`src/rtl/fmpc_pkg.sv`:
```
// Package for the flashlight mode and pattern controller.
// Holds the payload, state and config types, the codes and the pattern tables.
// No dependencies.
package fmpc_pkg;

	localparam int unsigned MODE_W   = 4;
	localparam int unsigned LEVEL_W  = 8;
	localparam int unsigned DUR_W    = 11;
	localparam int unsigned RPT_W    = 7;
	localparam int unsigned HOLD_W   = 10;
	localparam int unsigned GAUGES   = 5;
	localparam int unsigned CFG_IDX_W = 3;

	localparam logic [MODE_W-1:0] MODE_LAST         = 4'd14;
	localparam logic [MODE_W-1:0] MODE_STEP_DOWN    = 4'd1;
	localparam logic [MODE_W-1:0] MODE_SOLID_LAST   = 4'd4;
	localparam logic [MODE_W-1:0] MODE_BEACON_FIRST = 4'd5;
	localparam logic [MODE_W-1:0] MODE_BEACON_LAST  = 4'd7;
	localparam logic [MODE_W-1:0] MODE_HEART        = 4'd8;
	localparam logic [MODE_W-1:0] MODE_STROBE_FIRST = 4'd9;
	localparam logic [MODE_W-1:0] MODE_STROBE_LAST  = 4'd11;
	localparam logic [MODE_W-1:0] MODE_SWEEP_A      = 4'd12;
	localparam logic [MODE_W-1:0] MODE_SWEEP_B      = 4'd13;
	localparam logic [MODE_W-1:0] MODE_GAUGE        = 4'd14;

	localparam logic [LEVEL_W-1:0] LEVEL_MAX = 8'd255;
	localparam logic [LEVEL_W-1:0] LEVEL_MED = 8'd37;
	localparam logic [HOLD_W-1:0]  HOLD_MS   = 10'd1000;
	localparam logic [2:0]         LOW_LIMIT = 3'd4;

	typedef enum logic [1:0] {
		CMD_BOOT = 2'd0,
		CMD_TICK = 2'd1,
		CMD_ADC  = 2'd2
	} fmpc_cmd_t;

	typedef enum logic [CFG_IDX_W-1:0] {
		REG_LOW_TH   = 3'd0,
		REG_CRIT_TH  = 3'd1,
		REG_GAUGE_0  = 3'd2,
		REG_GAUGE_25 = 3'd3,
		REG_GAUGE_50 = 3'd4,
		REG_GAUGE_75 = 3'd5,
		REG_GAUGE_100 = 3'd6
	} fmpc_reg_t;

	typedef struct packed {
		logic [1:0] command;
		logic       short_press;
		logic [7:0] adc_value;
	} fmpc_req_t;

	typedef struct packed {
		logic [LEVEL_W-1:0] pwm_level;
		logic               phase_correct;
		logic [MODE_W-1:0]  mode_index;
		logic               powered_off;
	} fmpc_rsp_t;

	typedef struct packed {
		logic [7:0]                low_th;
		logic [7:0]                crit_th;
		logic [GAUGES-1:0][7:0]    gauge;
	} fmpc_cfg_t;

	localparam fmpc_cfg_t CFG_RESET = '{
		low_th:  8'd123,
		crit_th: 8'd113,
		gauge:   {8'd185, 8'd175, 8'd164, 8'd154, 8'd139}
	};

	typedef struct packed {
		logic [MODE_W-1:0]  mode;
		logic [MODE_W-1:0]  saved;
		logic [1:0]         phase;
		logic [DUR_W-1:0]   ms_left;
		logic [RPT_W-1:0]   rpt;
		logic [2:0]         low_cnt;
		logic [7:0]         volt;
		logic [2:0]         blinks;
		logic [HOLD_W-1:0]  hold;
		logic [LEVEL_W-1:0] level;
		logic               pc;
		logic               off;
	} fmpc_state_t;

	typedef struct packed {
		logic [LEVEL_W-1:0] level;
		logic [DUR_W-1:0]   dur;
	} fmpc_phase_t;

	function automatic logic [LEVEL_W-1:0] mode_level(input logic [MODE_W-1:0] m);
		logic [LEVEL_W-1:0] r;
		case (m)
			4'd0:    r = 8'd4;
			4'd1:    r = 8'd14;
			4'd2:    r = 8'd37;
			4'd3:    r = 8'd110;
			4'd4:    r = 8'd255;
			4'd5:    r = 8'd4;
			4'd6:    r = 8'd14;
			4'd7:    r = 8'd37;
			4'd8:    r = 8'd255;
			4'd9:    r = 8'd82;
			4'd10:   r = 8'd41;
			4'd11:   r = 8'd15;
			4'd12:   r = 8'd255;
			4'd13:   r = 8'd255;
			4'd14:   r = 8'd37;
			default: r = 8'd0;
		endcase
		return r;
	endfunction

	// level and duration of phase p of mode m
	function automatic fmpc_phase_t load_phase(input logic [MODE_W-1:0] m,
			input logic [1:0] p, input logic [RPT_W-1:0] rc);
		fmpc_phase_t r;
		logic [RPT_W-1:0] s;
		r.level = '0;
		r.dur   = 11'd1;
		s       = '0;
		case (m) inside
			[MODE_BEACON_FIRST:MODE_BEACON_LAST]: begin
				if (p == 2'd0) begin
					r.level = mode_level(MODE_W'(m - 4'd3));
					r.dur   = 11'd5;
				end else begin
					r.level = mode_level(m);
					r.dur   = (rc >= 7'd3) ? 11'd785 : 11'd65;
				end
			end
			MODE_HEART: begin
				if (!p[0]) begin
					r.level = LEVEL_MAX;
				end else begin
					r.dur = (p == 2'd1) ? 11'd249 : 11'd749;
				end
			end
			[MODE_STROBE_FIRST:MODE_STROBE_LAST]: begin
				if (p == 2'd0) r.level = LEVEL_MAX;
				else r.dur = {3'b000, mode_level(m)};
			end
			MODE_SWEEP_A: begin
				if (p == 2'd0) begin
					r.level = LEVEL_MAX;
				end else begin
					s     = (rc < 7'd33) ? rc : 7'd66 - rc;
					r.dur = {3'b000, 7'(s + 7'd27), 1'b0};
				end
			end
			MODE_SWEEP_B: begin
				if (p == 2'd0) begin
					r.level = LEVEL_MAX;
				end else begin
					s     = (rc < 7'd50) ? rc : 7'd100 - rc;
					r.dur = {4'b0000, s} + 11'd9;
				end
			end
			MODE_GAUGE: begin
				if (p == 2'd1) begin
					r.level = LEVEL_MED;
					r.dur   = 11'd100;
				end else if (p == 2'd2) begin
					r.dur = 11'd400;
				end else begin
					r.dur = 11'd1000;
				end
			end
			default: begin
				r.level = (m <= MODE_SOLID_LAST) ? mode_level(m) : mode_level(4'd0);
				r.dur   = '0;
			end
		endcase
		return r;
	endfunction

endpackage

```
`src/rtl/fmpc_step.sv`:
```
// Next-state logic of the flashlight controller for one event.
// Pure combinational; depends on fmpc_pkg.
module fmpc_step import fmpc_pkg::*; (
	input  fmpc_state_t st,
	input  fmpc_cfg_t   cfg,
	input  fmpc_req_t   req,
	output fmpc_state_t nx
);

	logic [MODE_W:0]    inc_mode;
	logic [MODE_W-1:0]  boot_mode;
	logic [MODE_W-1:0]  start_mode;
	fmpc_phase_t        ph_start;
	fmpc_phase_t        ph_adv;
	logic [2:0]         gauge_cnt;
	logic [2:0]         blink_dec;
	logic [7:0]         th;
	logic [2:0]         cnt_nx;
	logic [1:0]         p_nx;
	logic [RPT_W-1:0]   rpt_last;
	logic               load_en;

	assign inc_mode   = {1'b0, st.saved} + 5'd1;
	assign boot_mode  = !req.short_press ? '0 :
		(inc_mode > {1'b0, MODE_LAST}) ? '0 : inc_mode[MODE_W-1:0];
	assign start_mode = (req.command == CMD_BOOT) ? boot_mode : MODE_STEP_DOWN;
	assign ph_start   = load_phase(start_mode, 2'd0, '0);
	assign th         = (st.mode == '0) ? cfg.crit_th : cfg.low_th;
	assign blink_dec  = (st.blinks == '0) ? '0 : st.blinks - 3'd1;
	assign rpt_last   = (st.mode == MODE_SWEEP_A) ? 7'd65 : 7'd99;

	always_comb begin
		gauge_cnt = '0;
		for (int i = 0; i < GAUGES; i++) begin
			gauge_cnt = gauge_cnt + {2'b00, st.volt > cfg.gauge[i]};
		end
	end

	always_comb begin
		nx      = st;
		p_nx    = st.phase;
		load_en = 1'b1;
		cnt_nx  = '0;
		ph_adv  = '0;
		case (req.command)
			CMD_BOOT: begin
				nx.mode    = boot_mode;
				nx.saved   = boot_mode;
				nx.pc      = (boot_mode == '0);
				nx.off     = 1'b0;
				nx.low_cnt = '0;
				nx.hold    = '0;
				nx.phase   = '0;
				nx.rpt     = '0;
				nx.blinks  = '0;
				nx.level   = ph_start.level;
				nx.ms_left = ph_start.dur;
			end
			CMD_TICK: begin
				if (!st.off) begin
					if (st.hold != '0) nx.hold = st.hold - 10'd1;
					if (st.mode > MODE_SOLID_LAST) begin
						if (st.ms_left > 11'd1) begin
							nx.ms_left = st.ms_left - 11'd1;
						end else begin
							case (st.mode) inside
								[MODE_BEACON_FIRST:MODE_BEACON_LAST]: begin
									if (st.phase == 2'd0) begin
										p_nx = 2'd1;
									end else begin
										nx.rpt = (st.rpt >= 7'd3) ? '0 : st.rpt + 7'd1;
										p_nx   = 2'd0;
									end
								end
								MODE_HEART: p_nx = st.phase + 2'd1;
								[MODE_STROBE_FIRST:MODE_STROBE_LAST]:
									p_nx = (st.phase == 2'd0) ? 2'd1 : 2'd0;
								MODE_SWEEP_A, MODE_SWEEP_B: begin
									if (st.phase == 2'd0) begin
										p_nx = 2'd1;
									end else begin
										nx.rpt = (st.rpt >= rpt_last) ? '0 : st.rpt + 7'd1;
										p_nx   = 2'd0;
									end
								end
								MODE_GAUGE: begin
									case (st.phase)
										2'd0: begin
											nx.blinks = gauge_cnt;
											p_nx      = (gauge_cnt != '0) ? 2'd1 : 2'd3;
										end
										2'd1: p_nx = 2'd2;
										2'd2: begin
											nx.blinks = blink_dec;
											p_nx      = (blink_dec != '0) ? 2'd1 : 2'd3;
										end
										default: p_nx = 2'd0;
									endcase
								end
								default: load_en = 1'b0;
							endcase
							if (load_en) begin
								ph_adv     = load_phase(st.mode, p_nx, nx.rpt);
								nx.phase   = p_nx;
								nx.level   = ph_adv.level;
								nx.ms_left = ph_adv.dur;
							end
						end
					end
				end
			end
			CMD_ADC: begin
				if (!st.off) begin
					nx.volt = req.adc_value;
					if (st.hold == '0) begin
						cnt_nx     = (req.adc_value < th) ? st.low_cnt + 3'd1 : '0;
						nx.low_cnt = cnt_nx;
						if (cnt_nx >= LOW_LIMIT) begin
							if (st.mode > MODE_STEP_DOWN) begin
								nx.mode    = MODE_STEP_DOWN;
								nx.phase   = '0;
								nx.rpt     = '0;
								nx.blinks  = '0;
								nx.level   = ph_start.level;
								nx.ms_left = ph_start.dur;
							end else begin
								nx.level = '0;
								nx.off   = 1'b1;
							end
							nx.low_cnt = '0;
							nx.hold    = HOLD_MS;
						end
					end
				end
			end
			default: ;
		endcase
	end

endmodule

```
`src/rtl/flashlight_mode_pattern_controller_top.sv`:
```
// Top level of the flashlight mode and pattern controller.
// Holds the config registers, state, input stage and result register.
// Depends on fmpc_pkg and fmpc_step.
//
//  channel | direction | handshake            | payload
//  req     | in        | req_valid/req_stall  | fmpc_req_t: command, short_press, adc_value
//  rsp     | out       | rsp_valid/rsp_stall  | fmpc_rsp_t: pwm_level, phase_correct, ...
//  cfg     | in        | cfg_valid/cfg_ready  | cfg_index, cfg_wdata
//
// One transaction per cycle while the result side does not stall; a request passes
// the input stage, then the state update and result register in one pass.
// Reset clears state to mode 0, level 0 and loads the threshold defaults.
// A stalled result holds the input stage, which then stalls the request side.
// cfg_ready is always high.
module flashlight_mode_pattern_controller_top import fmpc_pkg::*; (
	input  logic                 clk,
	input  logic                 arst_n,
	input  logic                 req_valid,
	output logic                 req_stall,
	input  fmpc_req_t            req_data,
	output logic                 rsp_valid,
	input  logic                 rsp_stall,
	output fmpc_rsp_t            rsp_data,
	input  logic                 cfg_valid,
	output logic                 cfg_ready,
	input  logic [CFG_IDX_W-1:0] cfg_index,
	input  logic [7:0]           cfg_wdata
);

	fmpc_cfg_t   cfg_q;
	fmpc_state_t state_q;
	fmpc_state_t state_nx;
	fmpc_req_t   req_s1;
	logic        vld_s1;
	logic        adv;
	logic        rsp_valid_q;
	fmpc_rsp_t   rsp_data_q;

	assign cfg_ready = 1'b1;
	assign adv       = vld_s1 && (!rsp_valid_q || !rsp_stall);
	assign req_stall = vld_s1 && !adv;
	assign rsp_valid = rsp_valid_q;
	assign rsp_data  = rsp_data_q;

	always_ff @(posedge clk or negedge arst_n) begin
		if (!arst_n) begin
			cfg_q <= CFG_RESET;
		end else if (cfg_valid && cfg_ready) begin
			case (cfg_index)
				REG_LOW_TH:    cfg_q.low_th   <= cfg_wdata;
				REG_CRIT_TH:   cfg_q.crit_th  <= cfg_wdata;
				REG_GAUGE_0:   cfg_q.gauge[0] <= cfg_wdata;
				REG_GAUGE_25:  cfg_q.gauge[1] <= cfg_wdata;
				REG_GAUGE_50:  cfg_q.gauge[2] <= cfg_wdata;
				REG_GAUGE_75:  cfg_q.gauge[3] <= cfg_wdata;
				REG_GAUGE_100: cfg_q.gauge[4] <= cfg_wdata;
				default: ;
			endcase
		end
	end

	always_ff @(posedge clk or negedge arst_n) begin
		if (!arst_n) begin
			vld_s1 <= 1'b0;
		end else if (req_valid && !req_stall) begin
			vld_s1 <= 1'b1;
		end else if (adv) begin
			vld_s1 <= 1'b0;
		end
	end

	always_ff @(posedge clk) begin
		if (req_valid && !req_stall) req_s1 <= req_data;
	end

	fmpc_step u_step (
		.st  (state_q),
		.cfg (cfg_q),
		.req (req_s1),
		.nx  (state_nx)
	);

	always_ff @(posedge clk or negedge arst_n) begin
		if (!arst_n) begin
			state_q <= '0;
		end else if (adv) begin
			state_q <= state_nx;
		end
	end

	always_ff @(posedge clk or negedge arst_n) begin
		if (!arst_n) begin
			rsp_valid_q <= 1'b0;
		end else if (adv) begin
			rsp_valid_q <= 1'b1;
		end else if (!rsp_stall) begin
			rsp_valid_q <= 1'b0;
		end
	end

	always_ff @(posedge clk) begin
		if (adv) begin
			rsp_data_q.pwm_level     <= state_nx.level;
			rsp_data_q.phase_correct <= state_nx.pc;
			rsp_data_q.mode_index    <= state_nx.mode;
			rsp_data_q.powered_off   <= state_nx.off;
		end
	end

	a_off_dark: assert property (@(posedge clk) disable iff (!arst_n)
		rsp_valid && rsp_data.powered_off |-> rsp_data.pwm_level == '0)
		else $error("powered off with light on");

	a_pc_mode0: assert property (@(posedge clk) disable iff (!arst_n)
		rsp_valid && rsp_data.phase_correct |-> rsp_data.mode_index == '0)
		else $error("phase-correct outside mode 0");

	a_low_cnt: assert property (@(posedge clk) disable iff (!arst_n)
		state_q.low_cnt < LOW_LIMIT)
		else $error("low reading count not cleared");

	a_s1_hold: assert property (@(posedge clk) disable iff (!arst_n)
		vld_s1 && !adv |=> vld_s1 && $stable(req_s1))
		else $error("input stage lost a stalled transaction");

endmodule

```
`config.mk`:
```
export PLATFORM = sky130hd
export DESIGN_NAME = flashlight_mode_pattern_controller_top
export DESIGN_NICKNAME = d
export VERILOG_FILES = /design/src/rtl/fmpc_pkg.sv /design/src/rtl/fmpc_step.sv /design/src/rtl/flashlight_mode_pattern_controller_top.sv
export SDC_FILE = /design/constraint.sdc
export NUM_CORES = 1
export LEC_CHECK = 0
export BUFFER_PORTS_ARGS = -buffer_cell sky130_fd_sc_hd__buf_2
export CAP_MARGIN = 20
export CORE_ASPECT_RATIO = 0.5
export CORE_MARGIN = 5
export CORE_UTILIZATION = 45
export CTS_CLUSTER_SIZE = 20
export DETAILED_ROUTE_END_ITERATION = 12
export GPL_TIMING_DRIVEN = 0
export SETUP_SLACK_MARGIN = 0.3
export SLEW_MARGIN = 10
export SYNTH_ARGS = -nofsm -noshare
export SYNTH_HDL_FRONTEND = slang
export SYNTH_HIERARCHICAL = 1
export SYNTH_SLANG_ARGS = --single-unit
```
`constraint.sdc`:
```
create_clock -name clk -period 6.15 [get_ports clk]
set_input_delay 0.615 -clock clk [delete_from_list [all_inputs] [get_ports clk]]
set_output_delay 0.615 -clock clk [all_outputs]
set_load 0.05 [all_outputs]
```
==> flow_summary.toml, run 1 <==
[routing]
num_vias = 9650
detail_route.wl_per_cell_um = 19.0
vias_per_cell = 5.96
drt_first_pass_iters = 5
iteration_0_drc_markers = 730
routed_wl_mm = 30.8
drt_drc_violations_left = 0
ant_nets = 0

[clock_tree]
h-tree-depth = 4
root_buffer = "clkbuf_16"
cts_max_path_buffers = 2
cts-hold-fix-buffers = 0
cts.reportedPaths.clkPinSlew_ns = 0.06
worst_skew_pair.late_latency_ns = 0.43
cts_sinks = 145
cts-buffers-inserted = 17
cts_tree = "built"

[layout]
antennaDiodeCount = 0
postLayoutCellArea_um2 = 12600
layout.core_utilization_pct = 52.0
drive_gt1_share_pct = 24.9
layout.filler_cells = 2269
final_nets = 1383
layout_commonest_cell = "mux2_2"
layout-area-overhead-vs-synth_pct = 12.9
final_cell_mix = "mux2_2, nand2_1, nor2_1"

[sta]
worst-slew-pin-transition_ns = 0.861
holdWs_ns = 0.0996
timing.slew.headroom_pct = 41.9
max_freq_ghz = 0.171
min_period_ns = 5.84
timing.final.hold_violations = 0
finalCritPeriodShare_pct = 94.9
setup_viol = 0
setup_repair_after_global_routing_missed_its_margin = "yes"
aggregate_negative_setup_slack_ns = 0
worst_slack_ns = 0.314
drv_slew = 0
clock-skew-final_ns = 0.00982

[power]
powerDensity_nw_per_um2 = 382
p_leak_nw = 5.59
peakVddDrop_mv = 0.257

[placement]
place.gp.congestion = 0.936
pre_cts_setup_slack_ns = -0.629
io_buffer_count = 38
dp.final_hpwl_mm = 23.0
detailed_place.area_um2 = 11800

[logic_synthesis]
synth_top_flop_cell = "dfrtp_1"
netlist-cell-type-count = 91
number_of_register_bits_inferred_by_synthesis = 145
syn-cell-area_um2 = 11200
ys_async_sr_fraction_pct = 82.8
mappedNetlistNets = 1319
cells_after_synthesis = 1206
seq_area_frac_synth_pct = 34.0
synth-edff-count = 25
syn-mean-instance-area_um2 = 9.26
yosys_warnings = 6

[global_routing]
grt.overflow.total = 0
via_count_of_the_first_global_routing_pass = 9097
groute.layer.met2.usage_pct = 34.9
grt_max_degree = 81
global_route.peak_usage_layer = "met2"
global_routing_usage_on_met1_pct = 31.1
grt_use_total_pct = 21.9
antenna_violations_before_repair = 0
use_met3_pct = 4.02
grt_pass1_wl_mm = 49.2

[worst_setup_path]
worst_path_largest_cell_delay_ns = 0.52
crit_path_top_delay_cell = "dfstp_2"
setup.worst_path.start_class = "flip-flop"
cpMostUsedCell = "ha_4"
timing.critical_path.to_type = "flip-flop"
arrival_ns = 6.14
timing.reg2reg.setup_slack_ns = 0.31
critical_path_peak_fanout = 8
data_required_time_at_the_worst_endpoint_ns = 6.46
crit_type = "reg -> reg"

[die]
io_pins = 44
number_of_cell_rows = 40
die-width_um = 233
fp.dieArea_um2 = 28200
die_h_um = 121
initial_core_util_pct = 46.1
placeableCoreArea_um2 = 24200

[min_path]
timing.hold.worst.class = "in -> async"

[run]
cap_viol_max_count = 0

[status]
status = "finished, final reports clean"
[timing repair]
item	4_1_cts	5_1_grt
setup endpoints to repair	26	18
pin swaps	12	22
buffers inserted	0	6
resized for setup	21	25
[state kept, by name, summed over array words and instances, names as in the netlist]
| name | flops |
|---|---|
| cfg_q | 56 |
| req_s1 | 11 |
| rsp_data | 14 |
| rsp_valid | 1 |
| state_q | 62 |
| vld_s1 | 1 |
[cells in the mapped netlist, types with 8 or more instances]
cell | n | area, µm²
o21a_1 | 11 | 82.6
and3_1 | 9 | 56.3
nand2_1 | 91 | 342
dfrtp_1 | 88 | 2200
and2_1 | 9 | 56.3
ha_1 | 84 | 1050
xnor2_1 | 9 | 78.8
a22oi_1 | 11 | 82.6
a22o_1 | 13 | 114
dfstp_2 | 32 | 841
o21ai_0 | 93 | 465
mux2i_1 | 15 | 150
nand3_1 | 31 | 155
buf_2 | 23 | 115
a31oi_1 | 12 | 75.1
a21oi_1 | 68 | 340
o31ai_1 | 8 | 60.1
nor2_1 | 89 | 334
nor4_1 | 10 | 62.6
nand4_1 | 13 | 81.3
inv_1 | 71 | 267
a21o_1 | 16 | 120
clkbuf_1 | 29 | 109
nor2b_1 | 10 | 62.6
edfxtp_1 | 25 | 751
a211oi_1 | 12 | 90.1
nor3_1 | 25 | 125
nand2b_1 | 20 | 125
mux2_2 | 127 | 1430
o21ai_1 | 9 | 45.0
[worst max-delay path, delay by kind of cell, from the launching register on]
kind            cells  cell delay [ns]
compound gates     12             1.90
buf+inv             2             0.19
fa+ha+maj           5             1.63
mux                 2             0.54
flops               1             0.52
simple gates        8             0.95
[metal layers]
metal / vias to the layer above / part of all wire [%]
met5: - / 0
met4: 0 / 1.3
met3: 34 / 6.7
met2: 355 / 46
met1: 4697 / 46
li1: 4564 / -
[where the power goes]
| group | internal (W) | leakage, nW | switching (W) |
|---|---|---|---|
| sequential | 0.00122 | 1.72 | 0.000203 |
| combinational | 0.00106 | 3.59 | 0.00134 |
| clock | 0.000579 | 0.279 | 0.000421 |
[stage by stage]
stage / std cells / power [W]
2_1_floorplan: 1206 / 0.00293
3_3_place_gp: 1580 / 0.00346
3_5_place_dp: 1581 / 0.00353
4_1_cts: 1613 / 0.00472
5_1_grt: 1619 / 0.00519
6_report: 1619 / 0.00482
[final timing paths]
check	cells past startpoint	startpoint	to
setup / recovery	29	cfg_q[9]$_DFFE_PN1P_	state_q[9]$_DFFE_PN0P_
setup reg to reg	29	cfg_q[9]$_DFFE_PN1P_	state_q[9]$_DFFE_PN0P_
hold / removal	1	arst_n	cfg_q[42]$_DFFE_PN0P_
min in group clk	1	req_data[1]	req_s1[1]$_DFFE_PP_
hold reg to reg	1	vld_s1$_DFFE_PN0P_	rsp_valid$_DFFE_PN0P_
max in group asynchronous	2	arst_n	cfg_q[29]$_DFFE_PN1P_
[final cells by class]
| class | instances | area, µm² | area share (%) |
|---|---|---|---|
| tap | 336 | 420 | 3.34 |
| inverter | 73 | 277 | 2.19 |
| clock buffer | 19 | 454 | 3.60 |
| timing repair buffer | 45 | 269 | 2.14 |
| sequential | 145 | 3790 | 30.1 |
| clock inverter | 13 | 109 | 0.864 |
| buffer | 62 | 309 | 2.45 |
| multi-input combinational | 926 | 6970 | 55.3 |
[cell families (layout without fill, tap and decap cells)]
group,count (synthesis),after routing,share of synthesized area [%]
buf+inv,135,212,5.12
fa+ha+maj,86,86,9.77
simple gates,347,347,15.5
xor+xnor,16,16,1.26
mux,143,143,14.4
flops,145,145,34.0
other cells,1,1,0.0336
compound gates,333,333,20.0
No activity file was read; power rests on OpenSTA's default activity.
==> inputs of run 2 (changes only) <==
--- a/config.mk
+++ b/config.mk
@@ -17,5 +17,4 @@
 export SLEW_MARGIN = 10
 export SYNTH_ARGS = -nofsm -noshare
 export SYNTH_HDL_FRONTEND = slang
-export SYNTH_HIERARCHICAL = 1
 export SYNTH_SLANG_ARGS = --single-unit
==> run 2 against run 1 <==
Against the previous run: cell count decreased by 3.7%; core utilization increased by 1.3 points; routed wire length decreased by 8.3%; fmax decreased by 3.2%; clock-buffer cell count decreased by 2; register-to-register slack got worse by 0.19 ns; highest routed layer unchanged.
==> flow_summary.toml, run 2 <==
[layout]
final_cell_mix = "nand2_1, dfrtp_1, ha_1"
largest_register = "state_q"
layout_commonest_cell = "nand2_1"
layout-area-overhead-vs-synth_pct = 16.1
layout.filler_cells = 2107
largest_register_ffs = 62
layout.cells.non_filler = 1559
drive_gt1_share_pct = 22.0
postLayoutCellArea_um2 = 12200
antennaDiodeCount = 0
final_nets = 1357
layout.core_utilization_pct = 53.3

[die]
fp.dieArea_um2 = 26800
die_h_um = 118
io_pins = 44
number_of_cell_rows = 39
initial_core_util_pct = 45.9
placeableCoreArea_um2 = 22900
die-width_um = 226

[logic_synthesis]
synth_top_area_share_pct = 20.9
number_of_register_bits_inferred_by_synthesis = 145
synth_top_flop_cell = "dfrtp_1"
ys_top_cells_by_area = "dfrtp_1, ha_1, dfstp_2"
syn-cell-area_um2 = 10500
netlist-cell-type-count = 89
synth_commonest_cells = "nand2_1, ha_1, dfrtp_1"
yosys.area.top_type = "dfrtp_1"
synth-edff-count = 25
synth_most_common_cell = "nand2_1"
cells_after_synthesis = 1159
ys_async_sr_fraction_pct = 82.8
seq_area_frac_synth_pct = 36.0
syn-mean-instance-area_um2 = 9.09
mappedNetlistNets = 1277
yosys_warnings = 0

[placement]
io_buffer_count = 40
detailed_place.area_um2 = 11200
pre_cts_setup_slack_ns = -0.621
place.gp.congestion = 0.905
dp.final_hpwl_mm = 20.8
place.detailed.instances = 1507

[sta]
setup_repair_after_global_routing_missed_its_margin = "yes"
drv_slew = 0
clock-skew-final_ns = 0.00964
setup_viol = 0
holdWs_ns = 0.0737
worst-slew-pin-transition_ns = 0.852
finalCritPeriodShare_pct = 98.0
timing.slew.headroom_pct = 42.8
worst_slack_ns = 0.121
max_freq_ghz = 0.166
min_period_ns = 6.03
timing.final.hold_violations = 0

[clock_tree]
cts_sinks = 145
cts-hold-fix-buffers = 0
cts-buffers-inserted = 17
cts.reportedPaths.clkPinSlew_ns = 0.07
cts_max_path_buffers = 2
h-tree-depth = 4
root_buffer = "clkbuf_16"
worst_skew_pair.late_latency_ns = 0.45
cts_tree = "built"

[global_routing]
grt.overflow.total = 0
grt_pass1_wl_mm = 45.3
via_count_of_the_first_global_routing_pass = 8894
grt_max_degree = 82
grt_use_total_pct = 20.8
antenna_violations_before_repair = 0

[power]
peakVddDrop_mv = 0.226
powerDensity_nw_per_um2 = 400
p_leak_nw = 5.18

[worst_setup_path]
data_required_time_at_the_worst_endpoint_ns = 6.34
critical_path_peak_fanout = 6
crit_type = "reg -> reg"
timing.critical_path.to_type = "flip-flop"
crit_path_top_delay_cell = "fa_2"
worst-path-buf-inv = 5
arrival_ns = 6.22
worst_path_largest_cell_delay_ns = 0.59
cpMostUsedCell = "a21oi_1"
setup.worst_path.start_class = "flip-flop"
critical-path-top-delay-family = "compound AO/OA/AOI/OAI gates"

[routing]
vias_per_cell = 5.91
num_vias = 9215
routed_wl_mm = 28.2
detail_route.wl_per_cell_um = 18.1
ant_nets = 0
drt_drc_violations_left = 0
iteration_0_drc_markers = 573
drt_first_pass_iters = 7

[run]
cap_viol_max_count = 0

[min_path]
timing.hold.worst.class = "in -> async"

[status]
status = "finished, final reports clean"
-- run 2: cell types whose count changed after synthesis, sizes merged, moves of 9 or more --
| cell | previous run | this run |
|---|---|---|
| a21oi | 71 | 62 |
| mux2 | 127 | 55 |
| nor3 | 26 | 38 |
| buf | 33 | 11 |
| nor2 | 90 | 72 |
| a22oi | 11 | 1 |
| nand2 | 93 | 108 |
| o31ai | 8 | 23 |
-- run 2: per-stage QoR --
stage               setup TNS [ns]  total power, W
detailed placement           -8.66         0.00343
CTS                              0         0.00463
global placement             -8.76         0.00337
finish                           0         0.00489
global route                -0.182         0.00525
floorplan                        0         0.00288
-- run 2: logic make-up (layout without fill, tap and decap cells) --
| kind of cell | count (synthesis) | count (layout) | share of synthesized area [%] |
|---|---|---|---|
| flops | 145 | 145 | 36.0 |
| compound gates | 335 | 335 | 21.1 |
| other cells | 1 | 1 | 0.0356 |
| buf+inv | 128 | 221 | 4.81 |
| mux | 72 | 72 | 7.73 |
| xor+xnor | 29 | 29 | 2.41 |
| fa+ha+maj | 91 | 91 | 11.0 |
| simple gates | 358 | 358 | 16.9 |
-- run 2: path summary, 6_finish.rpt --
path,start,endpoint,slack (ns),depth (start not counted)
worst max-delay path,cfg_q[1]$_DFFE_PN1P_,rsp_data[9]$_DFFE_PP_,0.12,32
worst min-delay path,arst_n,cfg_q[17]$_DFFE_PN0P_,0.07,1
worst max register to register,cfg_q[1]$_DFFE_PN1P_,rsp_data[9]$_DFFE_PP_,0.12,32
worst min register to register,state_q[1]$_DFFE_PN0P_,state_q[1]$_DFFE_PN0P_,0.48,2
max in group asynchronous,arst_n,cfg_q[51]$_DFFE_PN1P_,5.29,2
min in group clk,req_data[9],req_s1[9]$_DFFE_PP_,0.34,1
-- run 2: worst register-to-register path, delay by kind of cell, from the launching register on --
kind                     cells  cell delay (ns)
flip-flops                   1             0.53
adder cells (fa/ha/maj)      6             1.93
buffers and inverters        5             0.46
AO/OA/AOI/OAI               14             2.27
AND/OR/NAND/NOR              7             0.57
-- run 2: area by class of cell --
class	instances	area (µm²)	area share (%)
plain buffers	48	246	2.02
clock buffers	17	425	3.48
clock inverters	15	146	1.20
inverters	80	300	2.46
multi-input cells	886	6530	53.4
flip-flops and latches	145	3790	31.0
well taps	307	384	3.14
repair buffers	61	403	3.29
-- run 2: per-layer routing --
metal / up-vias / GRT usage [%] / part of all wire, % / wire (µm)
met5: - / 0 / 0 / 0
met4: 0 / 5.52 / 2.1 / 585
met3: 57 / 4.90 / 5.4 / 1510
met2: 261 / 33.4 / 47 / 13200
met1: 4494 / 28.5 / 46 / 13000
li1: 4403 / - / - / -
-- run 2: what timing repair did --
item / in CTS / in global routing
resized for setup: 35 / 61
setup buffers: 10 / 10
pin swaps: 25 / 23
endpoints found under the setup margin: 26 / 26
-- run 2: report_power, final --
group	total [W]	internal [W]	switching (W)
Combinational	0.00246	0.00106	0.00141
Clock	0.00103	0.000568	0.000463
Sequential	0.00140	0.00122	0.000173
==> inputs of run 3 (changes only) <==
--- a/config.mk
+++ b/config.mk
@@ -8,7 +8,6 @@
 export BUFFER_PORTS_ARGS = -buffer_cell sky130_fd_sc_hd__buf_2
 export CAP_MARGIN = 20
 export CORE_ASPECT_RATIO = 0.5
-export CORE_MARGIN = 5
 export CORE_UTILIZATION = 45
 export CTS_CLUSTER_SIZE = 20
 export DETAILED_ROUTE_END_ITERATION = 12
==> run 3 against run 2 <==
Against the previous run: sequential share of layout area shrank 0.057 points; combinational power grew 2%; fmax grew 1.0%; cell count grew 0.26%; routed wire length grew 0.15%; critical endpoint unchanged; largest power group unchanged.
==> flow_summary.toml, run 3 (same netlist as run 2, synthesis figures left out) <==
[status]
status = "finished, final reports clean"

[clock_tree]
cts-buffers-inserted = 17
cts_max_path_buffers = 2
h-tree-depth = 4
cts_sinks = 145
cts_tree = "built"
cts.reportedPaths.clkPinSlew_ns = 0.06
worst_skew_pair.late_latency_ns = 0.44
root_buffer = "clkbuf_16"

[worst_setup_path]
worst-r2r-cell-count = 32
timing.critical_path.to_type = "flip-flop"
data_required_time_at_the_worst_endpoint_ns = 6.31
worst-path-buf-inv = 5
setup.worst_path.start_class = "flip-flop"
crit_path_top_delay_cell = "fa_2"
critical_path.reg2reg.endpoint = "rsp_data[9]$_DFFE_PP_"
critical_path_peak_fanout = 6
critical-path-top-delay-family = "compound AO/OA/AOI/OAI gates"
reg_to_reg_critical_path_startpoint = "cfg_q[9]$_DFFE_PN1P_"
worst_path_largest_cell_delay_ns = 0.58
crit_type = "reg -> reg"
timing.reg2reg.setup_slack_ns = 0.18
arrival_ns = 6.13

[power]
p_leak_nw = 5.18
comb_power_share_pct = 51.3
powerDensity_nw_per_um2 = 397
internal_w = 0.00286
seq_power_share_pct = 28.7
p_clk_share_pct = 20.0
total_switching_power_w = 0.00201
p_sw_share_pct = 41.2
tot_pwr_w = 0.00487
peakVddDrop_mv = 0.187

[placement]
place.detailed.instances = 1507
io_buffer_count = 40
dp.final_hpwl_mm = 20.9
detailed_place.area_um2 = 11200
pre_cts_setup_slack_ns = -0.493
place.gp.congestion = 0.891

[die]
initial_core_util_pct = 46.0
placeableCoreArea_um2 = 22900
io_pins = 44
number_of_cell_rows = 39
fp.dieArea_um2 = 24100
die_h_um = 110
die-width_um = 218

[routing]
drt_first_pass_iters = 7
detail_route.wl_per_cell_um = 18.1
num_vias = 9144
ant_nets = 0
iteration_0_drc_markers = 676
drt_drc_violations_left = 0
vias_per_cell = 5.85
routed_wl_mm = 28.3

[sta]
finalCritPeriodShare_pct = 97.1
aggregate_negative_setup_slack_ns = 0
setup_viol = 0
worst-slew-pin-transition_ns = 0.869
drv_slew = 0
setup_repair_after_global_routing_missed_its_margin = "yes"
clock-skew-final_ns = 0.0125
worst_slack_ns = 0.181
timing.final.hold_violations = 0
min_period_ns = 5.97
max_freq_ghz = 0.168
timing.slew.headroom_pct = 41.8

[global_routing]
grt_pass1_wl_mm = 45.4
grt_use_total_pct = 24.1
via_count_of_the_first_global_routing_pass = 8749
antenna_violations_before_repair = 0
grt.overflow.total = 0
grt_max_degree = 71

[layout]
drive_gt1_share_pct = 22.1
layout-area-overhead-vs-synth_pct = 16.3
largest_register_ffs = 62
largest_register = "state_q"
postLayoutCellArea_um2 = 12300
layout.cells.non_filler = 1563
layout_commonest_cell = "nand2_1"
final_cell_mix = "nand2_1, dfrtp_1, ha_1"
antennaDiodeCount = 0
final_nets = 1361

[run]
cap_viol_max_count = 0

[min_path]
timing.hold.worst.class = "in -> async"
[run 3: worst reg2reg max path: cells and delay by family, from the launching register on]
family	cells	cell delay, ns
AOI/OAI and AO/OA	14	2.25
adders and majority gates	6	1.93
buffers and inverters	5	0.47
DFF	1	0.54
and+or+nand+nor	7	0.51
[run 3: worst max-delay path by stage]
stage / from / end / slack (ns) / depth (start not counted)
global route: cfg_q[9]$_DFFE_PN1P_ / rsp_data[9]$_DFFE_PP_ / -0.13 / 32
CTS: cfg_q[1]$_DFFE_PN1P_ / rsp_data[9]$_DFFE_PP_ / 0.23 / 32
floorplan: cfg_q[9]$_DFFE_PN1P_ / rsp_data[9]$_DFFE_PP_ / 0.38 / 30
global placement: cfg_q[9]$_DFFE_PN1P_ / rsp_data[9]$_DFFE_PP_ / -0.50 / 31
detailed placement: cfg_q[1]$_DFFE_PN1P_ / rsp_data[6]$_DFFE_PP_ / -0.49 / 30
finish: cfg_q[9]$_DFFE_PN1P_ / rsp_data[9]$_DFFE_PP_ / 0.18 / 32
[run 3: cell type report]
cell class	count	area [µm²]
Fill cell	2088	10600
Multi-Input combinational cell	886	6540
Sequential cell	145	3790
Clock buffer	25	497
Timing Repair Buffer	65	440
Tap cell	307	384
Inverter	80	300
Buffer	48	240
Clock inverter	7	52.6
[run 3: per-layer routing]
layer	wire, µm	track usage [%]
met2	13300	39.7
met5	0	0
met4	539	7.29
met1	13200	32.4
met3	1270	4.39
[run 3: through the flow]
stage          hold WS, ns  util [%]
6_report             0.118      53.5
5_1_grt              0.146      53.5
4_1_cts              0.131      51.9
3_5_place_dp         0.473      48.8
3_3_place_gp         0.464      48.6
2_1_floorplan        0.319         -
[run 3: timing repair]
item                       in CTS  in global routing
setup endpoints to repair      26                 25
pin swaps                      22                 30
resized for setup              31                 76
setup buffers                   9                 14
hold buffers                    0                  0
[run 3: power groups by stage]
stage	registers, W	logic (W)	clock network, W
floorplan	0.00141	0.00146	0
global placement	0.00140	0.00199	0
detailed placement	0.00141	0.00203	0
CTS	0.00140	0.00218	0.000994
global route	0.00143	0.00275	0.00104
finish	0.00140	0.00250	0.000973
